<file path="src/rtl/drrs_pkg.sv">
package drrs_pkg;

  localparam int MAX_MSG_BYTES = 8192;
  localparam int POS_W = $clog2(MAX_MSG_BYTES + 1);
  localparam logic [15:0] DATA_LIMIT_RST = 16'd1024;

  typedef enum logic [2:0] {
    PH_HEADER,
    PH_QNAME,
    PH_QFIXED,
    PH_RNAME,
    PH_RFIXED,
    PH_RDATA,
    PH_DONE,
    PH_ERROR
  } phase_t;

  typedef enum logic [1:0] {
    KIND_HDR,
    KIND_DATA,
    KIND_DONE,
    KIND_ERR
  } kind_t;

  typedef enum logic [1:0] {
    ERR_NONE,
    ERR_LABEL,
    ERR_OVERFLOW,
    ERR_TRUNC
  } err_t;

  typedef struct packed {
    logic [7:0] msg_byte;
    logic       msg_end;
  } in_t;

  typedef struct packed {
    logic [1:0]  result_kind;
    logic [1:0]  section;
    logic [17:0] record_number;
    logic [15:0] record_type;
    logic [15:0] record_class;
    logic [15:0] data_length;
    logic [7:0]  data_value;
    logic [15:0] store_offset;
    logic [13:0] consumed_length;
    logic [17:0] total_records;
    logic [1:0]  error_code;
    logic        last;
  } out_t;

  // All results caused by one message byte.
  typedef struct packed {
    logic two;
    out_t res0;
    out_t res1;
  } pair_t;

endpackage

</file>
<file path="src/rtl/drrs_front.sv">
module drrs_front
  import drrs_pkg::*;
(
  input  logic        clk,
  input  logic        rst_n,
  input  logic        in_valid,
  output logic        in_ready,
  input  in_t         in_data,
  input  logic        cfg_we,
  input  logic [15:0] cfg_wdata,
  input  logic        q_full,
  output logic        q_wr,
  output pair_t       q_pair
);

  phase_t             phase_r, phase_nxt;
  logic [3:0]         hdr_r, hdr_nxt;
  logic [15:0]        qtot_r, qtot_nxt;
  logic [15:0]        ans_r, ans_nxt;
  logic [15:0]        auth_r, auth_nxt;
  logic [15:0]        add_r, add_nxt;
  logic [15:0]        qleft_r, qleft_nxt;
  logic [17:0]        cur_r, cur_nxt;
  logic [5:0]         lbl_r, lbl_nxt;
  logic [3:0]         fixed_r, fixed_nxt;
  logic [15:0]        htype_r, htype_nxt;
  logic [15:0]        hclass_r, hclass_nxt;
  logic [15:0]        hlen_r, hlen_nxt;
  logic [15:0]        dleft_r, dleft_nxt;
  logic [16:0]        store_r, store_nxt;
  logic [POS_W-1:0]   pos_r, pos_nxt;
  logic               ptr_r, ptr_nxt;
  logic [15:0]        limit_r, limit_nxt;

  logic               acc;
  logic [7:0]         b;
  logic               msg_end;
  out_t               res_c [2];
  logic [1:0]         res_cnt;
  logic               enter;
  logic [16:0]        off_c;

  function automatic out_t mk(input kind_t k, input logic [15:0] offset,
                              input logic [7:0] dval, input err_t err,
                              input logic [17:0] cur, input logic [15:0] ans,
                              input logic [15:0] auth, input logic [15:0] add,
                              input logic [15:0] ht, input logic [15:0] hc,
                              input logic [15:0] hl, input logic [POS_W-1:0] pos);
    out_t        r;
    logic        rec;
    logic [16:0] ans_auth;
    logic [1:0]  sec;
    r        = '0;
    rec      = (k == KIND_HDR) || (k == KIND_DATA);
    ans_auth = {1'b0, ans} + {1'b0, auth};
    if (cur < {2'b00, ans}) begin
      sec = 2'd0;
    end else if (cur < {1'b0, ans_auth}) begin
      sec = 2'd1;
    end else begin
      sec = 2'd2;
    end
    r.result_kind   = k;
    r.total_records = {2'b00, ans} + {2'b00, auth} + {2'b00, add};
    if (rec) begin
      r.section       = sec;
      r.record_number = cur;
      r.record_type   = ht;
      r.record_class  = hc;
      r.data_length   = hl;
      r.store_offset  = offset;
    end
    if (k == KIND_DATA) r.data_value = dval;
    if (k == KIND_DONE) r.consumed_length = 14'(pos);
    if (k == KIND_ERR) r.error_code = err;
    return r;
  endfunction

  assign acc      = in_valid && in_ready;
  assign in_ready = !q_full;
  assign b        = in_data.msg_byte;
  assign msg_end  = in_data.msg_end;

  always_comb begin
    phase_nxt  = phase_r;
    hdr_nxt    = hdr_r;
    qtot_nxt   = qtot_r;
    ans_nxt    = ans_r;
    auth_nxt   = auth_r;
    add_nxt    = add_r;
    qleft_nxt  = qleft_r;
    cur_nxt    = cur_r;
    lbl_nxt    = lbl_r;
    fixed_nxt  = fixed_r;
    htype_nxt  = htype_r;
    hclass_nxt = hclass_r;
    hlen_nxt   = hlen_r;
    dleft_nxt  = dleft_r;
    store_nxt  = store_r;
    pos_nxt    = pos_r;
    ptr_nxt    = ptr_r;
    limit_nxt  = cfg_we ? cfg_wdata : limit_r;
    res_c[0]   = '0;
    res_c[1]   = '0;
    res_cnt    = 2'd0;
    enter      = 1'b0;
    off_c      = '0;

    if (acc && phase_r != PH_DONE && phase_r != PH_ERROR) begin
      if (pos_r >= POS_W'(MAX_MSG_BYTES)) begin
        res_c[0]  = mk(KIND_ERR, '0, '0, ERR_TRUNC, cur_nxt, ans_nxt, auth_nxt, add_nxt,
                       htype_nxt, hclass_nxt, hlen_nxt, pos_nxt);
        res_cnt   = 2'd1;
        phase_nxt = PH_ERROR;
      end else begin
        pos_nxt = pos_r + 1'b1;
        case (phase_r)
          PH_HEADER: begin
            case (hdr_r) inside
              4'd4, 4'd5:   qtot_nxt = {qtot_r[7:0], b};
              4'd6, 4'd7:   ans_nxt  = {ans_r[7:0], b};
              4'd8, 4'd9:   auth_nxt = {auth_r[7:0], b};
              4'd10, 4'd11: add_nxt  = {add_r[7:0], b};
              default: ;
            endcase
            hdr_nxt = hdr_r + 1'b1;
            if (hdr_r >= 4'd11) begin
              qleft_nxt = qtot_nxt;
              if (qtot_nxt != '0) begin
                phase_nxt = PH_QNAME;
                lbl_nxt   = '0;
                ptr_nxt   = 1'b0;
              end else begin
                enter = 1'b1;
              end
            end
          end
          PH_QNAME, PH_RNAME: begin
            if (ptr_r) begin
              ptr_nxt   = 1'b0;
              fixed_nxt = '0;
              phase_nxt = (phase_r == PH_QNAME) ? PH_QFIXED : PH_RFIXED;
            end else if (lbl_r != '0) begin
              lbl_nxt = lbl_r - 1'b1;
            end else if (b == 8'd0) begin
              fixed_nxt = '0;
              phase_nxt = (phase_r == PH_QNAME) ? PH_QFIXED : PH_RFIXED;
            end else if (b[7:6] == 2'b11) begin
              ptr_nxt = 1'b1;
            end else if (b[7:6] == 2'b00) begin
              lbl_nxt = b[5:0];
            end else begin
              res_c[0]  = mk(KIND_ERR, '0, '0, ERR_LABEL, cur_nxt, ans_nxt, auth_nxt,
                             add_nxt, htype_nxt, hclass_nxt, hlen_nxt, pos_nxt);
              res_cnt   = 2'd1;
              phase_nxt = PH_ERROR;
            end
          end
          PH_QFIXED: begin
            fixed_nxt = fixed_r + 1'b1;
            if (fixed_r >= 4'd3) begin
              qleft_nxt = qleft_r - 1'b1;
              if (qleft_nxt != '0) begin
                phase_nxt = PH_QNAME;
                lbl_nxt   = '0;
                ptr_nxt   = 1'b0;
              end else begin
                enter = 1'b1;
              end
            end
          end
          PH_RFIXED: begin
            case (fixed_r) inside
              4'd0, 4'd1: htype_nxt  = {htype_r[7:0], b};
              4'd2, 4'd3: hclass_nxt = {hclass_r[7:0], b};
              4'd8, 4'd9: hlen_nxt   = {hlen_r[7:0], b};
              default: ;
            endcase
            fixed_nxt = fixed_r + 1'b1;
            if (fixed_r >= 4'd9) begin
              if ({1'b0, store_r} + {2'b00, hlen_nxt} > {2'b00, limit_r}) begin
                res_c[0]  = mk(KIND_ERR, '0, '0, ERR_OVERFLOW, cur_nxt, ans_nxt, auth_nxt,
                               add_nxt, htype_nxt, hclass_nxt, hlen_nxt, pos_nxt);
                res_cnt   = 2'd1;
                phase_nxt = PH_ERROR;
              end else begin
                res_c[0]  = mk(KIND_HDR, store_r[15:0], '0, ERR_NONE, cur_nxt, ans_nxt,
                               auth_nxt, add_nxt, htype_nxt, hclass_nxt, hlen_nxt, pos_nxt);
                res_cnt   = 2'd1;
                dleft_nxt = hlen_nxt;
                if (hlen_nxt == '0) begin
                  store_nxt = store_r + {1'b0, hlen_nxt} + 17'd1;
                  cur_nxt   = cur_r + 1'b1;
                  enter     = 1'b1;
                end else begin
                  phase_nxt = PH_RDATA;
                end
              end
            end
          end
          PH_RDATA: begin
            off_c     = store_r + {1'b0, hlen_r} - {1'b0, dleft_r};
            res_c[0]  = mk(KIND_DATA, off_c[15:0], b, ERR_NONE, cur_nxt, ans_nxt, auth_nxt,
                           add_nxt, htype_nxt, hclass_nxt, hlen_nxt, pos_nxt);
            res_cnt   = 2'd1;
            dleft_nxt = dleft_r - 1'b1;
            if (dleft_nxt == '0) begin
              store_nxt = store_r + {1'b0, hlen_r} + 17'd1;
              cur_nxt   = cur_r + 1'b1;
              enter     = 1'b1;
            end
          end
          default: ;
        endcase

        // Step into the record sections, or stop when none remain or the message ends.
        if (enter) begin
          if (cur_nxt >= ({2'b00, ans_nxt} + {2'b00, auth_nxt} + {2'b00, add_nxt})
              || msg_end) begin
            res_c[res_cnt[0]] = mk(KIND_DONE, '0, '0, ERR_NONE, cur_nxt, ans_nxt, auth_nxt,
                                   add_nxt, htype_nxt, hclass_nxt, hlen_nxt, pos_nxt);
            res_cnt   = res_cnt + 1'b1;
            phase_nxt = PH_DONE;
          end else begin
            phase_nxt = PH_RNAME;
            lbl_nxt   = '0;
            ptr_nxt   = 1'b0;
          end
        end
      end

      if (msg_end && phase_nxt != PH_DONE && phase_nxt != PH_ERROR) begin
        res_c[res_cnt[0]] = mk(KIND_ERR, '0, '0, ERR_TRUNC, cur_nxt, ans_nxt, auth_nxt,
                               add_nxt, htype_nxt, hclass_nxt, hlen_nxt, pos_nxt);
        res_cnt   = res_cnt + 1'b1;
        phase_nxt = PH_ERROR;
      end
      if (res_cnt == 2'd2) begin
        res_c[1].last = 1'b1;
      end else begin
        res_c[0].last = 1'b1;
      end
    end

    // Rearm for the next message on its final byte.
    if (acc && msg_end) begin
      phase_nxt  = PH_HEADER;
      hdr_nxt    = '0;
      qtot_nxt   = '0;
      ans_nxt    = '0;
      auth_nxt   = '0;
      add_nxt    = '0;
      qleft_nxt  = '0;
      cur_nxt    = '0;
      lbl_nxt    = '0;
      fixed_nxt  = '0;
      htype_nxt  = '0;
      hclass_nxt = '0;
      hlen_nxt   = '0;
      dleft_nxt  = '0;
      store_nxt  = '0;
      pos_nxt    = '0;
      ptr_nxt    = 1'b0;
    end
  end

  assign q_wr        = acc && (res_cnt != 2'd0);
  assign q_pair.two  = (res_cnt == 2'd2);
  assign q_pair.res0 = res_c[0];
  assign q_pair.res1 = res_c[1];

  always_ff @(posedge clk) begin
    if (!rst_n) begin
      phase_r  <= PH_HEADER;
      hdr_r    <= '0;
      qtot_r   <= '0;
      ans_r    <= '0;
      auth_r   <= '0;
      add_r    <= '0;
      qleft_r  <= '0;
      cur_r    <= '0;
      lbl_r    <= '0;
      fixed_r  <= '0;
      htype_r  <= '0;
      hclass_r <= '0;
      hlen_r   <= '0;
      dleft_r  <= '0;
      store_r  <= '0;
      pos_r    <= '0;
      ptr_r    <= 1'b0;
      limit_r  <= DATA_LIMIT_RST;
    end else begin
      phase_r  <= phase_nxt;
      hdr_r    <= hdr_nxt;
      qtot_r   <= qtot_nxt;
      ans_r    <= ans_nxt;
      auth_r   <= auth_nxt;
      add_r    <= add_nxt;
      qleft_r  <= qleft_nxt;
      cur_r    <= cur_nxt;
      lbl_r    <= lbl_nxt;
      fixed_r  <= fixed_nxt;
      htype_r  <= htype_nxt;
      hclass_r <= hclass_nxt;
      hlen_r   <= hlen_nxt;
      dleft_r  <= dleft_nxt;
      store_r  <= store_nxt;
      pos_r    <= pos_nxt;
      ptr_r    <= ptr_nxt;
      limit_r  <= limit_nxt;
    end
  end

  a_rearm: assert property (@(posedge clk) disable iff (!rst_n)
    (acc && msg_end) |=> (phase_r == PH_HEADER && pos_r == '0))
    else $error("parser not rearmed after final message byte");

  a_last_flag: assert property (@(posedge clk) disable iff (!rst_n)
    q_wr |-> (q_pair.two ? (q_pair.res1.last && !q_pair.res0.last) : q_pair.res0.last))
    else $error("last flag not on final result of a byte");

  a_pos_bound: assert property (@(posedge clk) disable iff (!rst_n)
    pos_r <= POS_W'(MAX_MSG_BYTES))
    else $error("byte position beyond message limit");

endmodule

</file>
<file path="src/rtl/drrs_queue.sv">
module drrs_queue
  import drrs_pkg::*;
(
  input  logic  clk,
  input  logic  rst_n,
  input  logic  wr_en,
  input  pair_t wr_pair,
  output logic  full,
  input  logic  rd_en,
  output logic  not_empty,
  output pair_t rd_pair
);

  pair_t      mem [2];
  logic       wr_ptr_r, wr_ptr_nxt;
  logic       rd_ptr_r, rd_ptr_nxt;
  logic [1:0] cnt_r, cnt_nxt;

  assign full      = (cnt_r == 2'd2);
  assign not_empty = (cnt_r != 2'd0);
  assign rd_pair   = mem[rd_ptr_r];

  always_comb begin
    wr_ptr_nxt = wr_en ? ~wr_ptr_r : wr_ptr_r;
    rd_ptr_nxt = rd_en ? ~rd_ptr_r : rd_ptr_r;
    cnt_nxt    = cnt_r + {1'b0, wr_en} - {1'b0, rd_en};
  end

  always_ff @(posedge clk) begin
    if (wr_en) begin
      mem[wr_ptr_r] <= wr_pair;
    end
  end

  always_ff @(posedge clk) begin
    if (!rst_n) begin
      wr_ptr_r <= 1'b0;
      rd_ptr_r <= 1'b0;
      cnt_r    <= '0;
    end else begin
      wr_ptr_r <= wr_ptr_nxt;
      rd_ptr_r <= rd_ptr_nxt;
      cnt_r    <= cnt_nxt;
    end
  end

  a_no_overrun: assert property (@(posedge clk) disable iff (!rst_n)
    full |-> !wr_en)
    else $error("write into full queue");

  a_no_underrun: assert property (@(posedge clk) disable iff (!rst_n)
    rd_en |-> not_empty)
    else $error("read from empty queue");

endmodule

</file>
<file path="src/rtl/drrs_back.sv">
module drrs_back
  import drrs_pkg::*;
(
  input  logic  clk,
  input  logic  rst_n,
  input  logic  q_not_empty,
  input  pair_t q_pair,
  output logic  q_rd,
  output logic  out_valid,
  input  logic  out_ready,
  output out_t  out_data
);

  logic sub_r, sub_nxt;
  logic take;

  assign out_valid = q_not_empty;
  assign out_data  = sub_r ? q_pair.res1 : q_pair.res0;
  assign take      = out_valid && out_ready;
  // Release the queue entry once its final result has gone out.
  assign q_rd      = take && (sub_r || !q_pair.two);

  always_comb begin
    sub_nxt = sub_r;
    if (take) begin
      sub_nxt = !q_rd;
    end
  end

  always_ff @(posedge clk) begin
    if (!rst_n) begin
      sub_r <= 1'b0;
    end else begin
      sub_r <= sub_nxt;
    end
  end

endmodule

</file>
<file path="src/rtl/dns_response_record_scanner.sv">
// DNS response record scanner.
// Input channel (in_valid/in_ready/in_data): one message byte per request,
// with msg_end marking the final byte of a message.
// Result channel (out_valid/out_ready/out_data): record headers, record data
// bytes, message done and error results, in message order; last marks the
// final result caused by one input byte.
// Configuration: cfg_we writes cfg_wdata into the data store limit (reset 1024)
// at that clock edge; write only while the block is idle.
// Results: a byte's results enter the queue when the byte is accepted. Throughput
// is one byte per cycle while each byte causes at most one result and out_ready
// stays high; a byte with two results holds its queue entry until both are taken.
// A two-entry queue between the parser and the result stage sets how far the
// input runs ahead; in_ready drops only when both entries are occupied.
// When the receiver stalls, the queue fills and in_ready falls; nothing is
// dropped. Reset clears the parser to the start of a message, empties the
// queue and restores the data limit. After done or error, bytes are absorbed
// without results up to and including the byte carrying msg_end.
module dns_response_record_scanner
  import drrs_pkg::*;
(
  input  logic        clk,
  input  logic        rst_n,
  input  logic        in_valid,
  output logic        in_ready,
  input  in_t         in_data,
  output logic        out_valid,
  input  logic        out_ready,
  output out_t        out_data,
  input  logic        cfg_we,
  input  logic [15:0] cfg_wdata
);

  logic  q_full;
  logic  q_wr;
  pair_t q_wr_pair;
  logic  q_rd;
  logic  q_not_empty;
  pair_t q_rd_pair;

  drrs_front u_front (
    .clk       (clk),
    .rst_n     (rst_n),
    .in_valid  (in_valid),
    .in_ready  (in_ready),
    .in_data   (in_data),
    .cfg_we    (cfg_we),
    .cfg_wdata (cfg_wdata),
    .q_full    (q_full),
    .q_wr      (q_wr),
    .q_pair    (q_wr_pair)
  );

  drrs_queue u_queue (
    .clk       (clk),
    .rst_n     (rst_n),
    .wr_en     (q_wr),
    .wr_pair   (q_wr_pair),
    .full      (q_full),
    .rd_en     (q_rd),
    .not_empty (q_not_empty),
    .rd_pair   (q_rd_pair)
  );

  drrs_back u_back (
    .clk         (clk),
    .rst_n       (rst_n),
    .q_not_empty (q_not_empty),
    .q_pair      (q_rd_pair),
    .q_rd        (q_rd),
    .out_valid   (out_valid),
    .out_ready   (out_ready),
    .out_data    (out_data)
  );

endmodule

</file>
<file path="config.mk">
export PLATFORM = sky130hd
export DESIGN_NAME = dns_response_record_scanner
export DESIGN_NICKNAME = d
export VERILOG_FILES = /design/src/rtl/drrs_pkg.sv /design/src/rtl/drrs_front.sv /design/src/rtl/drrs_queue.sv /design/src/rtl/drrs_back.sv /design/src/rtl/dns_response_record_scanner.sv
export SDC_FILE = /design/constraint.sdc
export NUM_CORES = 2
export LEC_CHECK = 0
export BUFFER_PORTS_ARGS = -buffer_cell sky130_fd_sc_hd__buf_2
export CAP_MARGIN = 20
export CORE_ASPECT_RATIO = 0.75
export CORE_MARGIN = 2
export CORE_UTILIZATION = 40
export CTS_CLUSTER_SIZE = 40
export DETAILED_ROUTE_END_ITERATION = 6
export GPL_TIMING_DRIVEN = 0
export PLACE_DENSITY_LB_ADDON = 0.2
export SLEW_MARGIN = 20
export SYNTH_ARGS = -nofsm -noshare
export SYNTH_HDL_FRONTEND = slang
export SYNTH_SLANG_ARGS = --single-unit
</file>
<file path="constraint.sdc">
create_clock -name clk -period 18.8 [get_ports clk]
set_input_delay 0.94 -clock clk [delete_from_list [all_inputs] [get_ports clk]]
set_output_delay 0.94 -clock clk [all_outputs]
set_load 0.01 [all_outputs]
</file>
==> flow_metrics.env <==
export IMPL_rsz0062_at_grt="no"
export IMPL_p_seq_share_pct=36.5
export IMPL_dp_cells=5008
export IMPL_cp_required_ps=19130
export IMPL_cellPowerDensity_nw_per_um2=107
export IMPL_firstDrtPassIters=5
export IMPL_grt_ovfl_total=0
export IMPL_critPathKind="register to register"
export IMPL_multi_input_area_um2=19200
export IMPL_yosysTopAreaCellShare_pct=28.3
export IMPL_initial_core_util_pct=40.6
export IMPL_skew_ps=56.3
export IMPL_vdd_drop_max_v=0.0000721
export IMPL_ant_nets=0
export IMPL_synth_cell_types=86
export IMPL_hpwl_mm=93.0
export IMPL_worstPathArrival_ps=13230
export IMPL_fin_ws_ps=5900
export IMPL_p_int_mw=2.69
export IMPL_power_frac_comb_pct=34.7
export IMPL_grt_pass1_vias=27085
export IMPL_synth_area_leader_cell="edfxtp_1"
export IMPL_critPathMostFrequentCell="ha_1"
export IMPL_wl_per_cell_um=23.2
export IMPL_tightest_slew_ps=1190
export IMPL_ys_top_cells_by_count="525 x nor2_1, 330 x edfxtp_1, 260 x nand2_1"
export IMPL_p_clk_share_pct=28.8
export IMPL_cts_max_level=2
export IMPL_maxSlewViolCount=0
export IMPL_fp_dieH_um=260
export IMPL_portBuffers=158
export IMPL_regArea_um2=14600
export IMPL_yosys_warnings=0
export IMPL_drc=0
export IMPL_dp_worst_setup_slack_ps=6210
export IMPL_via_per_inst=5.76
export IMPL_nets=4206
export IMPL_cts_resized_gates=0
export IMPL_timing_final_crit_period_ps=12900
export IMPL_drtIter0Drc=3383
export IMPL_timing_final_hold_violations=0
export IMPL_synthFlopType="edfxtp_1"
export IMPL_clkSlewWorstSetupHoldPaths_ps=60
export IMPL_max_slew_margin_pct=20.4
export IMPL_worstSkewPairLatency_ps=690
export IMPL_cpPeakStageDelay_ps=770
export IMPL_hold_ws_ps=454
export IMPL_finalCritPeriodShare_pct=68.6
export IMPL_die_area_um2=90000
export IMPL_cpMaxStageDelayCell="nor3b_1"
export IMPL_yosysMostFrequentCell="nor2_1"
export IMPL_hold_path_class="register to register"
export IMPL_numCtsBuffers=60
export IMPL_grt_max_degree=48
export IMPL_synth_edf_count=330
export IMPL_power_leakage_nw=15.3
export IMPL_syn_avg_cell_area_um2=9.47
export IMPL_cp_end_kind="register"
export IMPL_synthesis_area_um2=35000
export IMPL_clock_fmax_ghz=0.0775
export IMPL_setup_viol=0
export IMPL_vias=29508
export IMPL_switching_share_pct=36.2
export IMPL_stdcell_count=5124
export IMPL_die_w_um=346
export IMPL_synth_area_top_cells="edfxtp_1 28%, dfxtp_1 13%, ha_1 8.4%"
export IMPL_syn_nets=3973
export IMPL_grt_pass1_wl_mm=175
export IMPL_worst_setup_path_start_kind="register"
export IMPL_drive_gt1_share_pct=10.8
export IMPL_async_flop_share_pct=0
export IMPL_synth_seq_cells=563
export IMPL_fin_setup_tns_ps=0
export IMPL_fillers=8373
export IMPL_place_gp_congestion=0.981
export IMPL_ctsHoldBuffers=0
export IMPL_cts_sinks=563
export IMPL_cts_tree="done"
export IMPL_io_pins=161
export IMPL_status="complete, no violations"
export IMPL_power_mw=4.22
export IMPL_wl_mm=119
export IMPL_worst_path_max_fanout=47
export IMPL_cap_viol_max_count=0
export IMPL_clock_path_buffers=3
export IMPL_p_sw_mw=1.53
export IMPL_grtUsageTotal_pct=25.8
export IMPL_rows=93
export IMPL_core_um2=86300
export IMPL_ys_seq_area_share_pct=41.6
export IMPL_area_growth_syn_to_layout_pct=13.0
export IMPL_postCtsSetupRepairBufs=0
export IMPL_clockRootBuffer="clkbuf_16"
export IMPL_antenna_found_initial=6
export IMPL_netlist_instances=3698
-- final cells by class --
type,instances,share of cell area [%]
sequential,563,36.8
antenna,1,0.00632
multi-input combinational,2802,48.4
clock inverter,27,0.698
clock buffer,87,4.44
inverter,142,1.35
timing repair buffer,171,2.71
tap,1140,3.60
buffer,191,1.96
-- cells in the final DEF (no fill, tap or decap), types with 152 or more instances in the layout --
master / count
clkbuf_1: 176
o21ai_0: 166
ha_1: 235
nor2_1: 525
buf_2: 165
dfxtp_1: 233
a21oi_1: 242
mux2i_1: 152
nand2_1: 260
edfxtp_1: 330
-- cell families after synthesis --
group | share of synthesized area [%]
and+or+nand+nor | 17.2
AOI/OAI and AO/OA | 14.5
DFF | 41.6
buffers and inverters | 3.72
muxes | 9.05
adders and majority gates | 8.97
xor gates and xnor gates | 4.95
-- worst max-delay path: cells and delay by family (launching register included) --
family | cells | cell delay, ps
flip-flops | 1 | 360
AO/OA/AOI/OAI | 13 | 3880
XOR/XNOR | 2 | 240
AND/OR/NAND/NOR | 8 | 2450
buffers and inverters | 7 | 2300
multiplexers | 2 | 730
adder cells (fa/ha/maj) | 7 | 2510
-- power groups by stage --
stage / Combinational [mW] / Clock, mW / Sequential, mW
after global routing: 1.58 / 1.28 / 1.55
after floorplan: 0.890 / 0 / 1.57
after detailed placement: 1.44 / 0 / 1.56
after global placement: 1.40 / 0 / 1.62
after CTS: 1.45 / 1.24 / 1.54
final: 1.46 / 1.22 / 1.54
-- metal layers --
metal | vias up | track usage, % | share of wire [%]
met5 | - | 0 | 0.045
met3 | 180 | 8.23 | 12
met1 | 14078 | 39.4 | 48
li1 | 13926 | - | -
met4 | 8 | 6.02 | 2.2
met2 | 1316 | 34.8 | 38
-- flip-flops by register name, summed over array words and instances (netlist names), 6 cells and up, named ones only --
signal            cells
u_queue.mem         330
u_front.cur_r        18
u_front.store_r      17
u_front.add_r        16
u_front.ans_r        16
u_front.auth_r       16
u_front.dleft_r      16
u_front.hclass_r     16
u_front.hlen_r       16
u_front.htype_r      16
u_front.limit_r      16
u_front.qleft_r      16
u_front.qtot_r       16
u_front.pos_r        14
u_front.lbl_r         6
-- path summary, 6_finish.rpt --
kind / cells past startpoint / end / slack (ps) / start
hold reg to reg: 2 / u_front.htype_r[13] / 450 / u_front.htype_r[13]
setup reg to reg: 39 / u_queue.mem[1][19] / 5900 / u_front.fixed_r[1]
hold / removal: 2 / u_front.htype_r[13] / 450 / u_front.htype_r[13]
setup / recovery: 39 / u_queue.mem[1][19] / 5900 / u_front.fixed_r[1]
-- through the flow --
| stage | utilization, % | area [um^2] |
|---|---|---|
| after global routing | 45.9 | 39600 |
| after global placement | 43.1 | 37200 |
| after CTS | 45.8 | 39600 |
| final | 45.9 | 39600 |
| after detailed placement | 43.5 | 37500 |
| after floorplan | - | 35000 |
(Power assumes the default switching activity.)
